==> src/hsskin_pkg.sv <==
// Package for the hue/saturation histogram skin classifier.
// Holds bin constants, the hue bin table and the controller/datapath command types.
// Depends on nothing; every other file of the block imports it.
package hsskin_pkg;

  localparam int HUE_BINS     = 90;
  localparam int SAT_BINS     = 110;
  localparam int COUNT_BITS   = 32;
  localparam int HUE_RANGE    = 180;
  localparam int NBINS        = HUE_BINS * SAT_BINS;
  localparam int ADDR_W       = $clog2(NBINS);
  localparam int HUE_BIN_W    = $clog2(HUE_BINS);
  localparam int SAT_BIN_W    = $clog2(SAT_BINS);
  localparam int SCALE_W      = 8;
  localparam int LIKE_W       = 8;
  localparam int PROD_W       = COUNT_BITS + SCALE_W;
  localparam int DIV_CNT_W    = $clog2(LIKE_W);
  localparam int KEEP_W       = 5;
  localparam int KEEP_MAX     = 16;
  localparam int PHASE_W      = $clog2(KEEP_MAX);
  localparam int SAMPLE_W     = 15;
  localparam int COUNTER_WRAP = 32000;
  localparam int CFG_INDEX_W  = 2;
  localparam int CFG_DATA_W   = 8;

  localparam logic [1:0] KIND_TRAIN    = 2'd0;
  localparam logic [1:0] KIND_CLASSIFY = 2'd1;
  localparam logic [1:0] KIND_CLEAR    = 2'd2;

  localparam logic [CFG_INDEX_W-1:0] REG_KEEP_EVERY  = CFG_INDEX_W'(0);
  localparam logic [CFG_INDEX_W-1:0] REG_RATIO_SCALE = CFG_INDEX_W'(1);

  localparam logic [KEEP_W-1:0]  KEEP_RESET  = KEEP_W'(2);
  localparam logic [SCALE_W-1:0] SCALE_RESET = SCALE_W'(255);

  typedef logic [255:0][HUE_BIN_W-1:0] hue_lut_t;

  function automatic hue_lut_t make_hue_lut();
    hue_lut_t lut;
    int v;
    for (int i = 0; i < 256; i++) begin
      v = (i * HUE_BINS) / HUE_RANGE;
      if (v >= HUE_BINS) begin
        v = HUE_BINS - 1;
      end
      lut[i] = HUE_BIN_W'(v);
    end
    return lut;
  endfunction

  localparam hue_lut_t HUE_LUT = make_hue_lut();

  typedef struct packed {
    logic                 load_bins;
    logic                 make_addr;
    logic                 read;
    logic                 clr_start;
    logic                 clr_write;
    logic                 train_write;
    logic                 is_skin;
    logic                 mul;
    logic                 cmp;
    logic                 div_step;
    logic [DIV_CNT_W-1:0] div_bit;
    logic                 load_out;
  } ctl_cmd_t;

  typedef struct packed {
    logic clr_last;
    logic decided;
    logic out_free;
  } dp_status_t;

endpackage

==> src/hsskin_ctrl.sv <==
// Controller state machine of the skin classifier.
// Sequences clearing, training and classification and issues datapath commands.
// Depends on hsskin_pkg.
module hsskin_ctrl (
  input  logic                   clk,
  input  logic                   rst,
  input  logic                   in_valid,
  input  logic [1:0]             kind,
  input  logic                   skin_mask,
  output logic                   in_stall,
  input  hsskin_pkg::dp_status_t status,
  output hsskin_pkg::ctl_cmd_t   cmd
);
  import hsskin_pkg::*;

  typedef enum logic [3:0] {
    ST_CLEAR, ST_IDLE, ST_INDEX, ST_READ, ST_WRITE, ST_MUL, ST_CMP, ST_DIV, ST_OUT
  } state_t;

  state_t               state;
  logic                 is_train;
  logic                 mask;
  logic [DIV_CNT_W-1:0] div_cnt;
  logic                 accept;

  assign in_stall = (state != ST_IDLE);
  assign accept   = in_valid && (state == ST_IDLE);

  always_ff @(posedge clk) begin
    if (rst) begin
      state    <= ST_CLEAR;
      is_train <= 1'b0;
      mask     <= 1'b0;
      div_cnt  <= '0;
    end else begin
      case (state)
        ST_CLEAR: begin
          if (status.clr_last) begin
            state <= ST_IDLE;
          end
        end
        ST_IDLE: begin
          if (accept) begin
            is_train <= (kind == KIND_TRAIN);
            mask     <= skin_mask;
            case (kind)
              KIND_TRAIN:    state <= ST_INDEX;
              KIND_CLASSIFY: state <= ST_INDEX;
              KIND_CLEAR:    state <= ST_CLEAR;
              default:       state <= ST_IDLE;
            endcase
          end
        end
        ST_INDEX: state <= ST_READ;
        ST_READ:  state <= is_train ? ST_WRITE : ST_MUL;
        ST_WRITE: state <= ST_IDLE;
        ST_MUL:   state <= ST_CMP;
        ST_CMP: begin
          div_cnt <= '0;
          state   <= status.decided ? ST_OUT : ST_DIV;
        end
        ST_DIV: begin
          div_cnt <= div_cnt + DIV_CNT_W'(1);
          if (div_cnt == DIV_CNT_W'(LIKE_W - 1)) begin
            state <= ST_OUT;
          end
        end
        ST_OUT: begin
          if (status.out_free) begin
            state <= ST_IDLE;
          end
        end
        default: state <= ST_IDLE;
      endcase
    end
  end

  always_comb begin
    cmd             = '0;
    cmd.is_skin     = mask;
    cmd.div_bit     = ~div_cnt;
    cmd.load_bins   = accept;
    cmd.clr_start   = accept && (kind == KIND_CLEAR);
    cmd.clr_write   = (state == ST_CLEAR);
    cmd.make_addr   = (state == ST_INDEX);
    cmd.read        = (state == ST_READ);
    cmd.train_write = (state == ST_WRITE);
    cmd.mul         = (state == ST_MUL);
    cmd.cmp         = (state == ST_CMP);
    cmd.div_step    = (state == ST_DIV);
    cmd.load_out    = (state == ST_OUT) && status.out_free;
  end

endmodule

==> config.mk <==
export PLATFORM = sky130hd
export DESIGN_NAME = hsskin_ctrl
export DESIGN_NICKNAME = d
export VERILOG_FILES = /design/src/hsskin_pkg.sv /design/src/hsskin_ctrl.sv
export SDC_FILE = /design/constraint.sdc
export NUM_CORES = 1
export LEC_CHECK = 0
export BUFFER_PORTS_ARGS = -buffer_cell sky130_fd_sc_hd__buf_4
export CORE_UTILIZATION = 46
export DETAILED_ROUTE_END_ITERATION = 6
export HOLD_SLACK_MARGIN = 0.02
export PLACE_DENSITY = 0.76
export SETUP_SLACK_MARGIN = 0.05
export SLEW_MARGIN = 20
export SYNTH_ARGS = -nofsm -noshare
export SYNTH_HDL_FRONTEND = slang
export SYNTH_SLANG_ARGS = --single-unit
==> constraint.sdc <==
create_clock -name clk -period 1.9 [get_ports clk]
set_input_delay 0.19 -clock clk [delete_from_list [all_inputs] [get_ports clk]]
set_output_delay 0.19 -clock clk [all_outputs]
set_load 0.005 [all_outputs]
**Word level (Yosys, flattened, before mapping)**

Cells that the tools add are included.

- $add $sub $neg: 1
- Reductions and logical operators: 9
- Mux-type cells: 9
- Bitwise gates (word level): 1
- Eq/ne operators: 16

Operator list:

| operator | number |
|---|---|
| 4-bit one-hot mux with 8 select lines | 1 |
| 4-bit 2-to-1 mux | 5 |
| 4-bit by 3-bit == test with 1-bit output (second input constant) | 4 |
| 4-bit by 2-bit == test with 1-bit output (second input constant) | 2 |
| 2-bit != test (second input constant) | 3 |
| 3-bit one-hot mux with 2 select lines | 1 |
| 4-bit by 1-bit == test with 1-bit output (second input constant) | 1 |
| 4-bit == test (second input constant) | 1 |
| 4-bit logical NOT | 1 |
| 4-bit by 1-bit != test with 1-bit output (second input constant) | 1 |
| 2-bit one-hot mux with 2 select lines | 1 |
| 4-bit AND reduction | 1 |
| 3-bit by 1-bit adder with 3-bit output (second input constant) | 1 |
| 3-bit == test (second input constant) | 1 |
| 1-bit logical AND | 3 |
| 3-bit inverter | 1 |
| 2-bit by 1-bit == test with 1-bit output (second input constant) | 1 |
| 2-bit == test (second input constant) | 1 |
| 2-bit logical NOT | 1 |
| 2-bit by 1-bit != test with 1-bit output (second input constant) | 1 |
| 2-bit AND reduction | 1 |
| 2-bit nonzero test | 1 |
| 2-bit OR reduction | 1 |
| 1-bit 2-to-1 mux | 1 |

- Output and inout port bits: 15
- Logic and storage cells: 40
- Bits of input ports: 9
- Flip-flop bits (word level): 9

**Logic depth before layout (Yosys ltp)**

Gate-level depths: netlist of the first run.

- Depth in word-level cells: 5
- Mapped depth: 6

**Worst setup path before layout of the first run**

Ideal clock, no wire load.

- Path kind: reg-to-reg
- Start: register div_cnt[1]
- End: register state[3]
- Path buffers: 0
- Required time: 1,830 ps
- Cell stages (with the launch flop): 6
- Setup slack: 567 ps
- Setup time: 70 ps
- Arrival: 1,263 ps
- Cells stage by stage: dfxtp_1 > ha_1 > ha_1 > nor3b_1 > or4b_1 > a21oi_1

- Cells in the longest elaborated chain, start to end: 3

RTL lines:

| element | RTL line | text |
|---|---|---|
| from (decl) | hsskin_ctrl.sv:23 | `logic [DIV_CNT_W-1:0] div_cnt;` |
| from (signal assigned) | hsskin_ctrl.sv:63 | `div_cnt <= div_cnt + DIV_CNT_W'(1);` |
| 3-bit == test | hsskin_ctrl.sv:64 | `if (div_cnt == DIV_CNT_W'(LIKE_W - 1)) begin` |
| 2-bit by 1-bit != test with 1-bit output (no source line) | -- |  |
| 4-bit AND reduction (no source line) | -- |  |
| to (signal assigned) | hsskin_ctrl.sv:55 | `ST_READ: state <= is_train ? ST_WRITE : ST_MUL;` |
| to (signal assigned) | hsskin_ctrl.sv:60 | `state <= status.decided ? ST_OUT : ST_DIV;` |
| to (decl) | hsskin_ctrl.sv:20 | `state_t state;` |

Every way passes these cells.
A chain may end at the register's enable or synchronous reset.

==> flow_summary.json, run 1 <==
{
  "avgSynthCellArea_um2": 7.40,
  "placeableCoreArea_mm2": 0.00119,
  "hold_viol": 0,
  "synth_common_cells": "13 x nor2_1, 9 x dfxtp_1, 8 x a21oi_1, 7 x inv_1, 7 x nand2_1",
  "layout-drive-gt1-share_pct": 32.4,
  "drt-initial-drc-count": 8,
  "area_growth_syn_to_layout_pct": 33.6,
  "fp-row-count": 12,
  "setup_viol_count_final": 0,
  "cellLeakagePower_nw": 0.363,
  "worstRegToRegCells": 4,
  "fp.dieW_um": 38.8,
  "ys_types": 33,
  "required_ns": 1.71,
  "status": "completed",
  "via_per_inst": 5.31,
  "ys_seq_area_share_pct": 29.0,
  "endpoint_kind": "output pin",
  "dieHeight_um": 38.8,
  "routed_wl_um": 1480,
  "crit_type": "reg -> out",
  "postLayoutCoreUtil_pct": 70.0,
  "cp.arrival_ns": 1.54,
  "root_buffer": "clkbuf_4",
  "hold_end": "mask",
  "worstHoldPathType": "in -> reg",
  "worst_pin_slew_ns": 0.384,
  "routabilityCongestion": 0.867,
  "antenna_cells": 0,
  "fillers": 115,
  "cts_inserted_buffers": 3,
  "rsz0062_at_grt": "false",
  "path_clk_slew_ns": 0.06,
  "io_pins": 24,
  "cp_max_fo": 16,
  "slowest_delay_ns": 0.50,
  "clk_latency_ns": 0.26,
  "powerDensity_mw_per_mm2": 500,
  "min_period_ns": 1.73,
  "rr_startpoint": "state[2]",
  "wl_per_cell_um": 12.1,
  "stdcell_area_um2": 831,
  "vias": 648,
  "grt_overflow": 0,
  "clockBufferDepth": 2,
  "grt_first_pass_wirelength_um": 2350,
  "grt_max_degree": 17,
  "initial_utilization_pct": 52.4,
  "netlist_area_um2": 622,
  "synth-warning-count": 0,
  "grt_pass1_vias": 566,
  "drcViolationCount": 0,
  "die_area_mm2": 0.00150,
  "dr.pass1.iters": 4,
  "p_total_mw": 0.415,
  "crit_chain": "nor4b_4, nand2_2, nor3b_1, buf_4",
  "crit_slowest_cell": "dfxtp_2",
  "min_from": "rst",
  "ant_nets": 0,
  "slew_violations": 0,
  "h-tree-depth": 1,
  "synth.most_common_cell": "nor2_1",
  "cts_tree": "yes",
  "finalClockSkew_ns": 0.00144,
  "synth_area_leaders": "dfxtp_1 29%, nor2_1 7.8%, a21oi_1 6.4%",
  "max_freq_mhz": 578,
  "finalSetupTns_ns": 0,
  "placed_area_um2": 796,
  "io_buffer_count": 23,
  "min_path_cells": 2,
  "syn_inst": 84,
  "synth_top_area_share_pct": 29.0,
  "ys_ff_latch": 9,
  "final_nets": 120,
  "cp-start-kind": "flop",
  "grt_use_total_pct": 23.1,
  "synth-edff-count": 0,
  "cap_violations": 0,
  "reg2reg_slack_ns": 0.31,
  "crit_family": "simple AND/OR/NAND/NOR gates",
  "crit_buf_inv": 1,
  "synth_area_leader_cell": "dfxtp_1",
  "r2r_end": "state[3]",
  "relSlewSlack_pct": 73.8,
  "async_flop_share_pct": 0,
  "vdd.ir_drop.worst_v": 0.000354,
  "dp_hpwl_um": 1120,
  "cts.sinks": 9,
  "antenna_found_initial": 0,
  "finalCritPeriodShare_pct": 91.0,
  "synth_nets": 95,
  "dominantRegCellSynth": "dfxtp_1"
}
-- where the power goes --
group | internal (mW) | total [mW] | switching [mW] | leakage [nW]
Combinational | 0.0356 | 0.0639 | 0.0283 | 0.275
Clock | 0.0810 | 0.149 | 0.0679 | 0.0150
Sequential | 0.193 | 0.202 | 0.00954 | 0.0731
-- registers in the layout, indices dropped and copies added (netlist names) --
name      count
is_train      1
div_cnt       3
mask          1
state         4
-- routing by layer --
metal | global-route usage [%] | vias to the layer above | wire length [um]
li1 | - | 340 | -
met1 | 25.2 | 284 | 649
met2 | 41.7 | 24 | 729
met3 | 8.67 | 0 | 100
met4 | 5.17 | 0 | 0
met5 | 0 | - | 0
-- stage by stage --
stage / setup WS (ns) / hold WS, ns / cells
4_1_cts: 0.126 / 0.164 / 121
5_1_grt: 0.109 / 0.166 / 122
3_3_place_gp: 0.273 / 0.435 / 117
2_1_floorplan: 0.567 / 0.337 / 84
3_5_place_dp: 0.222 / 0.441 / 117
6_report: 0.171 / 0.171 / 122
-- final cells by class --
class / count / area [um2] / share of cell area (%)
well taps: 14 / 17.5 / 2.11
multi-input cells: 61 / 377 / 45.3
repair buffers: 27 / 203 / 24.4
clock buffers: 4 / 26.3 / 3.16
flip-flops and latches: 9 / 181 / 21.8
inverters: 7 / 26.3 / 3.16
-- worst max-delay path by stage --
stage,to,depth (start not counted),startpoint
after floorplan,state[3],5,div_cnt[1]
after global placement,is_train,4,state[0]
after detailed placement,is_train,4,state[0]
after CTS,cmd[10],4,state[0]
after global routing,cmd[10],4,state[0]
final,cmd[10],4,state[0]
-- timing repair --
action	CTS	global route
endpoints found under the setup margin	1	1
hold buffers	0	0
resized for setup	1	0
buffers inserted	0	1
-- layout by cell type, fill, tap and decap left out, drive strengths merged, types with 2 or more instances in the layout --
cell     n
inv      7
mux2i    2
nor2    13
nand2b   2
nor4     2
nand2    8
buf     27
clkbuf   4
a21oi    8
nand3    2
ha       2
nor3     4
dfxtp    9
nor3b    2
-- cells by family after synthesis --
logic type | share of synthesized area, %
fa+ha+maj | 4.02
mux | 3.22
buf+inv | 10.5
flops | 29.0
compound gates | 12.7
simple gates | 40.6
(Power assumes the default switching activity.)
==> run 2, diff against run 1 <==
ABC_AREA = 1   (was unset)
CORE_AREA = 2 2 39 41   (was unset)
CORE_UTILIZATION = unset   (was 46)
DIE_AREA = 0 0 41 43   (was unset)
clock period = 2.15 ns   (was 1.9 ns; I/O delays follow)
==> flow_summary.json, run 2 <==
{
  "initial_utilization_pct": 44.2,
  "dp_hpwl_um": 1090,
  "synthMuxAreaShare_pct": 0,
  "crit_chain": "inv_1, nor2_2, nand2_2, nor2_4, inv_2, nor3_1, buf_4",
  "io_pins": 24,
  "h-tree-depth": 1,
  "routabilityCongestion": 0.838,
  "final_cell_mix": "28 x nand2_1, 23 x buf_4, 18 x inv_1, 12 x nor2_1, 9 x dfxtp_1",
  "synth_nets": 112,
  "grt_use_total_pct": 18.4,
  "cts_tree": "yes",
  "root_buffer": "clkbuf_4",
  "cap_violations": 0,
  "wl_per_cell_um": 9.11,
  "ys_types": 17,
  "ys_seq_area_share_pct": 29.4,
  "io_buffer_count": 23,
  "finalSetupTns_ns": 0,
  "seq_power_share_pct": 45.2,
  "path_clk_slew_ns": 0.06,
  "pwr-share-clk_pct": 32.1,
  "routed_wl_um": 1290,
  "post_cts.repair.setup_buffers": 0,
  "hold_viol": 0,
  "fillers": 140,
  "synth-warning-count": 0,
  "top_regs": "state: 4 flops, div_cnt: 3 flops",
  "netlist_area_um2": 612,
  "cellLeakagePower_nw": 0.434,
  "crit_buf_inv": 3,
  "p_sw_mw": 0.109,
  "finalCritPeriodShare_pct": 76.9,
  "final_nets": 137,
  "synth-compound-area-share_pct": 7.77,
  "min_period_ns": 1.65,
  "synth_top_area_share_pct": 29.4,
  "grt_pass1_vias": 539,
  "slew_violations": 0,
  "synth.most_common_cell": "nand2_1",
  "synth_area_leader_cell": "dfxtp_1",
  "layout-drive-gt1-share_pct": 29.6,
  "clk_latency_ns": 0.26,
  "slowest_delay_ns": 0.38,
  "cp.arrival_ns": 1.44,
  "placeableCoreArea_mm2": 0.00138,
  "whs_ns": 0.189,
  "synthAdderAreaFrac_pct": 4.09,
  "powerDensity_mw_per_mm2": 483,
  "vias": 652,
  "layout_commonest_cell": "nand2_1",
  "synth_common_cells": "28 x nand2_1, 18 x inv_1, 12 x nor2_1, 9 x dfxtp_1, 8 x a21oi_1",
  "synthXorXnorAreaFrac_pct": 0,
  "switching_share_pct": 27.7,
  "min_path_cells": 2,
  "cts_inserted_buffers": 3,
  "antenna_found_initial": 0,
  "cp-start-kind": "flop",
  "dp_cells": 137,
  "crit_slowest_cell": "dfxtp_1",
  "via_per_inst": 4.62,
  "dr.pass1.iters": 4,
  "drcViolationCount": 0,
  "worst_pin_slew_ns": 0.254,
  "vdd.ir_drop.worst_v": 0.000384,
  "antenna_cells": 0,
  "synth_top_family_by_area": "simple AND/OR/NAND/NOR gates",
  "required_ns": 1.93,
  "endpoint_kind": "output pin",
  "dieHeight_um": 43,
  "synth-simple-area-share_pct": 42.7,
  "status": "completed",
  "synth-edff-count": 0,
  "dominantRegCellSynth": "dfxtp_1",
  "comb_power_share_pct": 22.6,
  "die_area_mm2": 0.00176,
  "ant_nets": 0,
  "syn_inst": 101,
  "setup_viol_count_final": 0,
  "max_freq_mhz": 605,
  "synth_area_leaders": "dfxtp_1 29%, nand2_1 17%, inv_1 11%",
  "async_flop_share_pct": 0,
  "cts-resized-gates": 0,
  "grt_max_degree": 10,
  "finalClockSkew_ns": 0.000825,
  "crit_type": "reg -> out",
  "fp-row-count": 14,
  "clockBufferDepth": 2,
  "worstRegToRegCells": 9,
  "rsz0062_at_grt": "false",
  "cts_hold_buf": 0,
  "cp.depth": 7,
  "largest_register": "state",
  "grt_first_pass_wirelength_um": 2100,
  "largest_register_ffs": 4,
  "drt-initial-drc-count": 9,
  "area_growth_syn_to_layout_pct": 32.7,
  "cts.sinks": 9,
  "grt_overflow": 0,
  "crit_family": "simple AND/OR/NAND/NOR gates",
  "avgSynthCellArea_um2": 6.06,
  "ys_ff_latch": 9,
  "final_cell_count_no_fill": 141,
  "cp_max_fo": 5,
  "relSlewSlack_pct": 82.9,
  "p_total_mw": 0.392,
  "intPower_mw": 0.284,
  "fp.dieW_um": 41,
  "worstHoldPathType": "in -> reg"
}
==> run 2: logic make-up after synthesis <==
| group | count (synthesis) |
|---|---|
| compound gates | 9 |
| fa+ha+maj | 2 |
| buf+inv | 24 |
| flops | 9 |
| simple gates | 57 |
==> run 2: through the flow <==
step	setup slack, ns	area [um2]	utilization [%]
2_1_floorplan	0.926	612	-
3_3_place_gp	0.821	786	56.8
3_5_place_dp	0.760	786	56.8
4_1_cts	0.472	812	58.7
5_1_grt	0.330	812	58.7
6_report	0.497	812	58.7
==> run 2: final timing paths <==
kind | from | end | slack [ns]
min reg2reg | is_train | is_train | 0.46
min | rst | div_cnt[0] | 0.19
max reg2reg | div_cnt[0] | state[0] | 0.90
max | state[0] | cmd[10] | 0.50
==> run 2: routing by layer <==
metal | up-vias | track usage [%] | wire [um]
met3 | 4 | 4.71 | 49
met5 | - | 0 | 0
li1 | 352 | - | -
met2 | 11 | 29.4 | 654
met4 | 0 | 12.0 | 25
met1 | 285 | 19.9 | 557
==> run 2: cell type report <==
cell class | count | area, um2 | area share, %
Clock buffer | 4 | 26.3 | 3.24
Inverter | 21 | 78.8 | 9.71
Sequential cell | 9 | 180 | 22.2
Timing Repair Buffer | 23 | 173 | 21.3
Tap cell | 16 | 20.0 | 2.47
Multi-Input combinational cell | 68 | 334 | 41.1
==> run 2: power by group through the flow <==
stage	logic (mW)	registers [mW]	clock network, mW
5_1_grt	0.101	0.179	0.145
6_report	0.0888	0.178	0.126
3_5_place_dp	0.0892	0.181	0
4_1_cts	0.0896	0.177	0.135
3_3_place_gp	0.0873	0.181	0
2_1_floorplan	0.0562	0.180	0
